<file path="src/design/wsdf_pkg.sv">
// Shared types and constants for the WebSocket frame deframer.
// Parser phases, frame opcodes and result kind codes; no dependencies.
package wsdf_pkg;

  // Parser phase
  typedef enum logic [2:0] {
    PH_HDR0    = 3'd0,
    PH_HDR1    = 3'd1,
    PH_EXTLEN  = 3'd2,
    PH_MASK    = 3'd3,
    PH_PAYLOAD = 3'd4,
    PH_CLOSED  = 3'd5,
    PH_HALTED  = 3'd6
  } phase_e;

  // Frame opcodes of interest
  localparam logic [3:0] OP_TEXT  = 4'h1;
  localparam logic [3:0] OP_CLOSE = 4'h8;
  localparam logic [3:0] OP_PING  = 4'h9;

  // Result kinds
  localparam logic [1:0] KIND_TEXT  = 2'd0;
  localparam logic [1:0] KIND_PING  = 2'd1;
  localparam logic [1:0] KIND_CLOSE = 2'd2;
  localparam logic [1:0] KIND_ERROR = 2'd3;

  // Header field constants
  localparam logic [6:0] LEN_EXT16 = 7'd126;
  localparam logic [6:0] LEN_EXT64 = 7'd127;
  localparam logic [2:0] EXT16_CNT = 3'd1;
  localparam logic [2:0] EXT64_CNT = 3'd7;
  localparam logic [2:0] KEY_CNT   = 3'd3;

  localparam logic [31:0] MAX_LEN_RESET = 32'h7fff_ffff;

endpackage

</file>
<file path="src/design/websocket_frame_deframer.sv">
// Latency: a result is valid in the cycle after the byte that causes it is accepted.
// Throughput: one received byte per cycle; a waiting result does not stall input
// as long as the downstream takes it in the same cycle.
// Reset (asynchronous, active low): parser waits for the first header byte,
// no result pending, maximum payload length set to 2147483647.
// Depends on wsdf_pkg.
module websocket_frame_deframer (
  input  logic        clk_i,
  input  logic        rst_ni,
  // configuration
  input  logic        cfg_we_i,
  input  logic [31:0] cfg_wdata_i,
  // received byte stream
  input  logic        in_valid_i,
  output logic        in_ready_o,
  input  logic [7:0]  rx_byte_i,
  // results
  output logic        out_valid_o,
  input  logic        out_ready_i,
  output logic [1:0]  result_kind_o,
  output logic [7:0]  payload_byte_o,
  output logic        byte_present_o,
  output logic        frame_last_o
);

  logic [31:0]        max_len_q;
  wsdf_pkg::phase_e   phase_q, phase_d;
  logic [3:0]         opcode_q, opcode_d;
  logic               mask_present_q, mask_present_d;
  logic [2:0]         hdr_cnt_q, hdr_cnt_d;
  logic [63:0]        rem_len_q, rem_len_d;
  logic [31:0]        mask_key_q, mask_key_d;
  logic [1:0]         mask_idx_q, mask_idx_d;

  logic               out_valid_q;
  logic [1:0]         kind_q;
  logic [7:0]         byte_q;
  logic               present_q, last_q;

  logic               in_fire;
  logic               emit;
  logic [1:0]         emit_kind;
  logic [7:0]         emit_byte;
  logic               emit_present;
  logic               emit_last;

  logic [6:0]         len7;
  logic [63:0]        ext_len;
  logic               ext_over;
  logic [31:0]        key_rot;
  logic [7:0]         unmasked;
  logic               rem_is_one;

  // Accept while the result register is empty or being drained
  assign in_ready_o = !out_valid_q || out_ready_i;
  assign in_fire    = in_valid_i && in_ready_o;

  assign len7       = rx_byte_i[6:0];
  assign ext_len    = {rem_len_q[55:0], rx_byte_i};
  assign ext_over   = (ext_len[63:32] != 32'd0) || (ext_len[31:0] > max_len_q);
  assign key_rot    = mask_key_q << {mask_idx_q, 3'b000};
  assign unmasked   = mask_present_q ? (rx_byte_i ^ key_rot[31:24]) : rx_byte_i;
  assign rem_is_one = (rem_len_q == 64'd1);

  // Parse one byte: next state and the result it causes
  always_comb begin
    phase_d        = phase_q;
    opcode_d       = opcode_q;
    mask_present_d = mask_present_q;
    hdr_cnt_d      = hdr_cnt_q;
    rem_len_d      = rem_len_q;
    mask_key_d     = mask_key_q;
    mask_idx_d     = mask_idx_q;
    emit           = 1'b0;
    emit_kind      = wsdf_pkg::KIND_TEXT;
    emit_byte      = 8'd0;
    emit_present   = 1'b0;
    emit_last      = 1'b1;

    if (in_fire) begin
      case (phase_q)
        wsdf_pkg::PH_HDR0: begin
          opcode_d = rx_byte_i[3:0];
          phase_d  = wsdf_pkg::PH_HDR1;
        end
        wsdf_pkg::PH_HDR1: begin
          mask_present_d = rx_byte_i[7];
          if (len7 == wsdf_pkg::LEN_EXT16 || len7 == wsdf_pkg::LEN_EXT64) begin
            rem_len_d = 64'd0;
            hdr_cnt_d = (len7 == wsdf_pkg::LEN_EXT16) ? wsdf_pkg::EXT16_CNT
                                                      : wsdf_pkg::EXT64_CNT;
            phase_d   = wsdf_pkg::PH_EXTLEN;
          end else begin
            rem_len_d = {57'd0, len7};
            if ({25'd0, len7} > max_len_q) begin
              phase_d   = wsdf_pkg::PH_HALTED;
              emit      = 1'b1;
              emit_kind = wsdf_pkg::KIND_ERROR;
            end else if (rx_byte_i[7]) begin
              mask_key_d = 32'd0;
              hdr_cnt_d  = wsdf_pkg::KEY_CNT;
              phase_d    = wsdf_pkg::PH_MASK;
            end else begin
              mask_idx_d = 2'd0;
              if (len7 != 7'd0) begin
                phase_d = wsdf_pkg::PH_PAYLOAD;
              end else begin
                phase_d = wsdf_pkg::PH_HDR0;
                if (opcode_q == wsdf_pkg::OP_TEXT) begin
                  emit = 1'b1;
                  emit_kind = wsdf_pkg::KIND_TEXT;
                end else if (opcode_q == wsdf_pkg::OP_PING) begin
                  emit = 1'b1;
                  emit_kind = wsdf_pkg::KIND_PING;
                end else if (opcode_q == wsdf_pkg::OP_CLOSE) begin
                  emit = 1'b1;
                  emit_kind = wsdf_pkg::KIND_CLOSE;
                  phase_d = wsdf_pkg::PH_CLOSED;
                end
              end
            end
          end
        end
        wsdf_pkg::PH_EXTLEN: begin
          rem_len_d = ext_len;
          if (hdr_cnt_q != 3'd0) begin
            hdr_cnt_d = hdr_cnt_q - 3'd1;
          end else if (ext_over) begin
            phase_d   = wsdf_pkg::PH_HALTED;
            emit      = 1'b1;
            emit_kind = wsdf_pkg::KIND_ERROR;
          end else if (mask_present_q) begin
            mask_key_d = 32'd0;
            hdr_cnt_d  = wsdf_pkg::KEY_CNT;
            phase_d    = wsdf_pkg::PH_MASK;
          end else begin
            mask_idx_d = 2'd0;
            if (ext_len != 64'd0) begin
              phase_d = wsdf_pkg::PH_PAYLOAD;
            end else begin
              phase_d = wsdf_pkg::PH_HDR0;
              if (opcode_q == wsdf_pkg::OP_TEXT) begin
                emit = 1'b1;
                emit_kind = wsdf_pkg::KIND_TEXT;
              end else if (opcode_q == wsdf_pkg::OP_PING) begin
                emit = 1'b1;
                emit_kind = wsdf_pkg::KIND_PING;
              end else if (opcode_q == wsdf_pkg::OP_CLOSE) begin
                emit = 1'b1;
                emit_kind = wsdf_pkg::KIND_CLOSE;
                phase_d = wsdf_pkg::PH_CLOSED;
              end
            end
          end
        end
        wsdf_pkg::PH_MASK: begin
          mask_key_d = {mask_key_q[23:0], rx_byte_i};
          if (hdr_cnt_q != 3'd0) begin
            hdr_cnt_d = hdr_cnt_q - 3'd1;
          end else begin
            mask_idx_d = 2'd0;
            if (rem_len_q != 64'd0) begin
              phase_d = wsdf_pkg::PH_PAYLOAD;
            end else begin
              phase_d = wsdf_pkg::PH_HDR0;
              if (opcode_q == wsdf_pkg::OP_TEXT) begin
                emit = 1'b1;
                emit_kind = wsdf_pkg::KIND_TEXT;
              end else if (opcode_q == wsdf_pkg::OP_PING) begin
                emit = 1'b1;
                emit_kind = wsdf_pkg::KIND_PING;
              end else if (opcode_q == wsdf_pkg::OP_CLOSE) begin
                emit = 1'b1;
                emit_kind = wsdf_pkg::KIND_CLOSE;
                phase_d = wsdf_pkg::PH_CLOSED;
              end
            end
          end
        end
        wsdf_pkg::PH_PAYLOAD: begin
          mask_idx_d = mask_idx_q + 2'd1;
          rem_len_d  = rem_len_q - 64'd1;
          if (rem_is_one) begin
            phase_d = wsdf_pkg::PH_HDR0;
          end
          emit_last = rem_is_one;
          if (opcode_q == wsdf_pkg::OP_TEXT) begin
            emit         = 1'b1;
            emit_kind    = wsdf_pkg::KIND_TEXT;
            emit_byte    = unmasked;
            emit_present = 1'b1;
          end else if (opcode_q == wsdf_pkg::OP_PING) begin
            emit         = 1'b1;
            emit_kind    = wsdf_pkg::KIND_PING;
            emit_byte    = unmasked;
            emit_present = 1'b1;
          end else if (opcode_q == wsdf_pkg::OP_CLOSE && rem_is_one) begin
            emit      = 1'b1;
            emit_kind = wsdf_pkg::KIND_CLOSE;
            phase_d   = wsdf_pkg::PH_CLOSED;
          end
        end
        default: begin
          // closed or halted: drop everything until reset
        end
      endcase
    end
  end

  // Parser state and configuration register
  always_ff @(posedge clk_i or negedge rst_ni) begin
    if (!rst_ni) begin
      max_len_q      <= wsdf_pkg::MAX_LEN_RESET;
      phase_q        <= wsdf_pkg::PH_HDR0;
      opcode_q       <= 4'd0;
      mask_present_q <= 1'b0;
      hdr_cnt_q      <= 3'd0;
      rem_len_q      <= 64'd0;
      mask_key_q     <= 32'd0;
      mask_idx_q     <= 2'd0;
    end else begin
      if (cfg_we_i) begin
        max_len_q <= cfg_wdata_i;
      end
      phase_q        <= phase_d;
      opcode_q       <= opcode_d;
      mask_present_q <= mask_present_d;
      hdr_cnt_q      <= hdr_cnt_d;
      rem_len_q      <= rem_len_d;
      mask_key_q     <= mask_key_d;
      mask_idx_q     <= mask_idx_d;
    end
  end

  // Result register: load on a new result, drop once the transaction completes
  always_ff @(posedge clk_i or negedge rst_ni) begin
    if (!rst_ni) begin
      out_valid_q <= 1'b0;
    end else if (in_fire && emit) begin
      out_valid_q <= 1'b1;
    end else if (out_ready_i) begin
      out_valid_q <= 1'b0;
    end
  end

  // Result payload, no reset needed
  always_ff @(posedge clk_i) begin
    if (in_fire && emit) begin
      kind_q    <= emit_kind;
      byte_q    <= emit_byte;
      present_q <= emit_present;
      last_q    <= emit_last;
    end
  end

  assign out_valid_o    = out_valid_q;
  assign result_kind_o  = kind_q;
  assign payload_byte_o = byte_q;
  assign byte_present_o = present_q;
  assign frame_last_o   = last_q;

`ifndef ASSERT_OFF
  // A closed or halted parser never produces a result
  assert property (@(posedge clk_i) disable iff (!rst_ni)
    (in_fire && (phase_q == wsdf_pkg::PH_CLOSED || phase_q == wsdf_pkg::PH_HALTED))
      |-> !emit)
    else $error("result produced after close or halt");

  // An oversize error leaves the parser halted
  assert property (@(posedge clk_i) disable iff (!rst_ni)
    (in_fire && emit && emit_kind == wsdf_pkg::KIND_ERROR)
      |=> (phase_q == wsdf_pkg::PH_HALTED))
    else $error("parser not halted after oversize error");

  // Payload phase always has bytes left to consume
  assert property (@(posedge clk_i) disable iff (!rst_ni)
    (phase_q == wsdf_pkg::PH_PAYLOAD) |-> (rem_len_q != 64'd0))
    else $error("payload phase with zero remaining length");

  // Event results carry no byte and close their frame
  assert property (@(posedge clk_i) disable iff (!rst_ni)
    (out_valid_q && (kind_q == wsdf_pkg::KIND_ERROR || kind_q == wsdf_pkg::KIND_CLOSE))
      |-> (last_q && !present_q && byte_q == 8'd0))
    else $error("malformed close or error result");
`endif

endmodule

</file>
<file path="config.mk">
export PLATFORM = sky130hd
export DESIGN_NAME = websocket_frame_deframer
export DESIGN_NICKNAME = d
export VERILOG_FILES = /design/src/design/wsdf_pkg.sv /design/src/design/websocket_frame_deframer.sv
export SDC_FILE = /design/constraint.sdc
export NUM_CORES = 1
export LEC_CHECK = 0
export BUFFER_PORTS_ARGS = -buffer_cell sky130_fd_sc_hd__buf_2
export CAP_MARGIN = 25
export CORE_MARGIN = 4
export CORE_UTILIZATION = 35
export DETAILED_ROUTE_END_ITERATION = 12
export HOLD_SLACK_MARGIN = 0.15
export PLACE_DENSITY_LB_ADDON = 0.08
export SKIP_CTS_REPAIR_TIMING = 1
export SYNTH_ARGS = -nofsm -noshare
export SYNTH_HDL_FRONTEND = slang
export SYNTH_SLANG_ARGS = --single-unit
export TNS_END_PERCENT = 30
</file>
<file path="constraint.sdc">
create_clock -name clk_i -period 4.25 [get_ports clk_i]
set_input_delay 0.85 -clock clk_i [delete_from_list [all_inputs] [get_ports clk_i]]
set_output_delay 0.85 -clock clk_i [all_outputs]
set_load 0.01 [all_outputs]
</file>
==> reports/results.tsv, run 1 <==
metric	value	unit
synth_fa_ha_area_frac	0.0486	
yosysSeqAreaShare	0.426	
placed_cells	1396	
postPlaceCellArea	9930	um2
clk_latency	440	ps
antenna_found_initial	0	
die_h	171	um
rsz0062_at_grt	false	
first_iter_violations	806	
grt_overflow_total	0	
ys_types	69	
final_max_slew_viol_count	0	
cts_sinks	154	
fin_nets	1161	
synth_compound_area_frac	0.230	
vias	8314	
slowest_stage	or4_1	
synth_cells	1038	
critPathArrivalTime	3690	ps
async_flop_share	0.922	
clkTransAtPathRegs	80	ps
clock_path_buffers	2	
via_per_inst	5.82	
syn_nets	1119	
fmax	282	MHz
fin_skew	17.3	ps
synth_top_flop_cell	dfrtp_1	
p_per_area	531	nW/um2
maxSlewHeadroom	0.361	
cp-end-kind	register	
fin_area	10500	um2
totalWireLength	29000	um
reg2reg_depth	10	
synth_seq_cells	154	
fin_ws	706	ps
hpwl	20400	um
grt_max_degree	81	
tns	0	ps
htreeDepth	4	
ant_nets	0	
drcViolationCount	0	
r2r_start	max_len_q[27]$_DFFE_PN1P_	
synth.yosys.warnings	0	
antenna_cells	0	
placementRows	59	
drive_gt1_frac	0.166	
floorplan.initialDensity	0.356	
die_x	171	um
muxShareOfSynthArea	0.0290	
crit_type	register to register	
slowest_delay	630	ps
synth-simple-area-share	0.210	
cts_root_buffer	clkbuf_16	
final_cell_mix	o21ai_0 (142), nand2_1 (117), dfrtp_1 (111)	
reg2reg_slack	710	ps
grt_pass1_wl	46600	um
r2r-end	payload_byte_o[7]$_SDFFCE_PN0P_	
port_buffers	58	
crit_family	compound AO/OA/AOI/OAI gates	
crit_fanout	12	
grt_util_all_layers	0.203	
grt_pass1_vias	8063	
peakVddDrop	297	uV
final_common_cell	o21ai_0	
drv_cap	0	
cp.buffers_inverters	2	
min_period	3540	ps
syn_area_per_cell	8.93	um2
die_area	29200	um2
crit_chain	inv_1, ha_1, nand4_1, or4_1, a211oi_1, a211oi_1, a21oi_1, a31oi_1, a31oi_1, buf_4	
hold_path_class	input port to asynchronous set/reset pin	
wl_per_cell	20.3	um
synth_edf_count	12	
synth_top_family_by_area	compound AO/OA/AOI/OAI gates	
p_leak	4.49	nW
required	4400	ps
finalWeightedCongestion	0.820	
fin_cells	1428	
first_pass_iters	5	
area_delta_synth_final	13.7	%
total_power	5.60	mW
cts_buffers	17	
syn-cell-area	9270	um2
ios	59	
tightest_slew	955	ps
final-setup-viol-count	0	
fin_util	0.405	
dp_worst_setup_slack	671	ps
core_area	26100	um2
fin_crit_sh	0.834	
holdWs	363	ps
tritoncts	built	
synth-xor-area-share	0.00850	
finalHoldViolations	0	
start_kind	register	
outcome	finished, final reports clean	
## cell families after synthesis
family,Yosys count
adders and majority gates,36
AOI/OAI and AO/OA,343
DFF,154
buffers and inverters,107
muxes,16
xor gates and xnor gates,9
and+or+nand+nor,373
## worst max-delay path by stage
stage	to	cells after the start	from
floorplan	byte_present_o$_SDFFCE_PN0P_	9	max_len_q[27]$_DFFE_PN1P_
global placement	payload_byte_o[5]$_SDFFCE_PN0P_	10	rx_byte_i[7]
detailed placement	payload_byte_o[3]$_SDFFCE_PN0P_	10	rx_byte_i[6]
CTS	result_kind_o[0]$_SDFFCE_PN0P_	10	max_len_q[27]$_DFFE_PN1P_
global route	result_kind_o[0]$_SDFFCE_PN0P_	10	max_len_q[27]$_DFFE_PN1P_
finish	payload_byte_o[7]$_SDFFCE_PN0P_	10	max_len_q[27]$_DFFE_PN1P_
## power by group
part	switching (mW)	leakage [nW]	total (mW)	internal, mW
registers	0.358	1.96	2.06	1.70
clock network	0.771	0.294	1.57	0.801
logic	1.31	2.23	1.97	0.656
total	2.44	4.49	5.60	3.16
## layer usage
metal | wire length (um) | vias to the layer above | global-route usage
met5 | 0 | - | 0
met4 | 359 | 0 | 0.0424
met3 | 1020 | 27 | 0.0284
met2 | 13700 | 219 | 0.325
met1 | 13900 | 4100 | 0.294
li1 | - | 3968 | -
## area by class of cell
class,count,area [um2]
clock buffers,17,425
clock inverters,15,183
fillers,2677,15500
inverters,48,180
multi-input cells,777,4890
flip-flops and latches,154,3950
well taps,335,419
repair buffers,82,489
## synthesized netlist by cell type, types with 3 or more instances
cell type,number,area [um2]
xor2_1,7,61.3
a22o_1,34,298
buf_6,4,45.0
a32oi_1,22,193
a31oi_1,15,93.8
nand3b_1,3,22.5
nor4_1,32,200
a221oi_1,3,26.3
a211oi_1,6,45.0
nand4_1,18,113
and3_1,6,37.5
nand2_1,118,443
nor2b_1,8,50.1
nor4b_1,3,26.3
a21o_1,6,45.0
nand2b_1,7,43.8
and2_1,10,62.6
dfstp_2,31,815
or4_1,3,22.5
ha_1,36,450
a21oi_1,64,320
o31ai_1,4,30.0
nand3_1,22,110
a22oi_1,15,113
mux2_2,7,78.8
edfxtp_1,12,360
nor4_4,4,85.1
o2bb2ai_1,5,43.8
nor2_1,75,282
inv_1,48,180
nor3b_1,3,22.5
a221o_1,4,40.0
clkbuf_1,49,184
nor4_2,4,50.1
o211ai_1,5,37.5
mux4_2,8,180
o21ai_0,142,711
or3_1,10,62.6
o21ai_1,4,20.0
dfrtp_1,111,2780
nor3_1,33,165
## flip-flops by register name (all words and copies together) (netlist names), 2 cells and up
| signal | flops |
|---|---|
| mask_key_q | 32 |
| phase_q | 3 |
| payload_byte_o | 8 |
| rem_len_q | 64 |
| mask_idx_q | 2 |
| hdr_cnt_q | 3 |
| result_kind_o | 2 |
| opcode_q | 4 |
| max_len_q | 32 |
## worst register-to-register path, delay by kind of cell, from the launching register on
| family | cells | cell delay, ps |
|---|---|---|
| adders and majority gates | 1 | 310 |
| and+or+nand+nor | 2 | 820 |
| AOI/OAI and AO/OA | 5 | 1280 |
| DFF | 1 | 550 |
| buffers and inverters | 2 | 290 |
(Power assumes the default switching activity.)
==> run 2, diff against run 1 <==
Clock period 4.25 ns to 3.1 ns, I/O delays scaled along.
==> run 2 against run 1 <==
- first-iteration DRC count fell by 7.8%
- critical path depth increased by 1
- non-clock buffer count increased by 67
- critical path type unchanged
- combinational power is 55% higher
- largest power group is now combinational logic
- count of clock-buffer cells in the layout stayed put
- largest cell class unchanged
==> reports/results.tsv, run 2 (synthesis results as in run 1) <==
metric	value	unit	change
holdWs	383	ps	+19.8 ps
hpwl	22000	um	+7.8%
power_frac_clock	0.272		-0.009
hp-start	cfg_wdata_i[31]		
postPlaceCellArea	10500	um2	+5.6%
p_per_area	716	nW/um2	+35%
htreeDepth	4		unchanged
rsz0062_at_grt	false		
finalHoldViolations	0		unchanged
placementRows	59		unchanged
grt_max_degree	72		-11%
first_pass_iters	6		+1
final_common_cell	o21ai_0		
fillers	2640		-1.4%
cts_root_buffer	clkbuf_16		
fmax	336	MHz	+19%
largest_reg_flops	64		unchanged
ios	59		unchanged
final-setup-viol-count	0		unchanged
port_buffers	58		unchanged
placed_cells	1462		+4.7%
die_h	171	um	unchanged
min_path_cells	3		
peakVddDrop	401	uV	+35%
clock_path_buffers	2		unchanged
seqPwrFrac	0.345		-0.023
min_period	2980	ps	-563 ps
tightest_slew	890	ps	-64.7 ps
antenna_cells	0		unchanged
totalWireLength	30400	um	+4.9%
grt_util_all_layers	0.211		+0.00823
via_per_inst	5.75		-1.2%
p_sw_frac	0.428		-0.00710
grt_pass1_wl	48400	um	+3.9%
fin_nets	1228		+5.8%
area_delta_synth_final	20.3	%	
final_max_slew_viol_count	0		unchanged
fin_cells	1495		+4.7%
core_area	26100	um2	unchanged
clk_latency	440	ps	about the same
switchingPower	3.42	mW	+40%
maxSlewHeadroom	0.401		+0.0400
final_cell_mix	o21ai_0 (142), nand2_1 (117), dfrtp_1 (111)		
grt_overflow_total	0		unchanged
largest_registers	rem_len_q (64), mask_key_q (32), max_len_q (32)		
finalWeightedCongestion	0.836		+2.0%
reg2reg_slack	120	ps	-590 ps
first_iter_violations	743		-7.8%
reg2reg_depth	11		+1
clkTransAtPathRegs	80	ps	about the same
antenna_found_initial	0		unchanged
wl_per_cell	20.3	um	+0.15%
tritoncts	built		
crit_type	register to register		
vias	8600		+3.4%
p_leak	4.85	nW	+8.2%
total_power	7.99	mW	+43%
die_x	171	um	unchanged
whs_endpoint	max_len_q[31]$_DFFE_PN0P_		
hold_path_class	input port to register		
fin_skew	22.7	ps	+5.46 ps
cp-end-kind	register		
grt_pass1_vias	8383		+4.0%
top_register	rem_len_q		
intPower	4.57	mW	+44%
r2r-end	mask_key_q[7]$_DFFE_PN0P_		
die_area	29200	um2	unchanged
critPathArrivalTime	3310	ps	-380 ps
cts_sinks	154		unchanged
cts_buffers	17		unchanged
ant_nets	0		unchanged
fin_area	11200	um2	+5.8%
fin_util	0.428		+0.0235
drv_cap	0		unchanged
floorplan.initialDensity	0.356		unchanged
crit_fanout	32		+20
share_comb_of_total_power	0.383		+0.032
outcome	finished, final reports clean		
fin_crit_sh	0.961		+0.128
r2r_start	max_len_q[3]$_DFFE_PN1P_		
required	3430	ps	-970 ps
drive_gt1_frac	0.217		+0.0516
drcViolationCount	0		unchanged
start_kind	register		
-- run 2: changes by cell type in the layout (fill, tap and decap cells not counted), sizes merged --
| cell | previous run | this run |
|---|---|---|
| clkinvlp | 1 | 0 |
| clkinv | 5 | 8 |
| buf | 82 | 148 |
| dlygate4sd3 | 0 | 1 |
| inv | 57 | 55 |
-- run 2: power by group through the flow --
stage                     sequential (mW)  combinational [mW]  clock, mW
final                                2.76                3.06       2.17
after global routing                 2.81                3.40       2.31
after CTS                            2.75                3.04       2.22
after detailed placement             2.79                3.03          0
after global placement               2.79                3.01          0
after floorplan                      2.60                2.05          0
-- run 2: through the flow --
step	setup WS, ps	TNS [ps]
6_report	120	0
2_1_floorplan	67.5	0
4_1_cts	31.5	0
3_5_place_dp	-98.5	-2310
5_1_grt	4.46	0
3_3_place_gp	-81.6	-3610
-- run 2: per-layer routing --
layer | track usage | vias up | wire length (um)
li1 | - | 4089 | -
met1 | 0.309 | 4267 | 14400
met4 | 0.0517 | 0 | 489
met2 | 0.330 | 207 | 14300
met3 | 0.0323 | 37 | 1240
met5 | 0 | - | 0
-- run 2: final cells by class --
class	count	area (um2)	share of cell area
Timing Repair Buffer	149	1040	0.0937
Clock inverter	15	194	0.0174
Sequential cell	154	3950	0.354
Multi-Input combinational cell	777	4940	0.443
Clock buffer	17	425	0.0381
Inverter	48	180	0.0162
Tap cell	335	419	0.0376
-- run 2: worst max path at each step --
stage / start / end / cells after the start / slack [ps]
2_1_floorplan: max_len_q[27]$_DFFE_PN1P_ / byte_present_o$_SDFFCE_PN0P_ / 9 / 70
3_3_place_gp: rx_byte_i[6] / payload_byte_o[4]$_SDFFCE_PN0P_ / 10 / -80
3_5_place_dp: rx_byte_i[6] / hdr_cnt_q[2]$_DFFE_PN0P_ / 10 / -100
4_1_cts: max_len_q[27]$_DFFE_PN1P_ / hdr_cnt_q[2]$_DFFE_PN0P_ / 12 / 30
5_1_grt: max_len_q[23]$_DFFE_PN1P_ / payload_byte_o[2]$_SDFFCE_PN0P_ / 10 / 4
6_report: max_len_q[3]$_DFFE_PN1P_ / mask_key_q[7]$_DFFE_PN0P_ / 11 / 120
-- run 2: critical path, cell delays in order, from the launching register on --
cell and delay (ps):
dfstp_2 520, inv_1 60, ha_1 290, buf_4 140
nand4_1 90, nor2_1 100, nor4_1 790, a211oi_1 180
nor2_1 210, nor2_2 70, buf_12 160, a22o_1 240
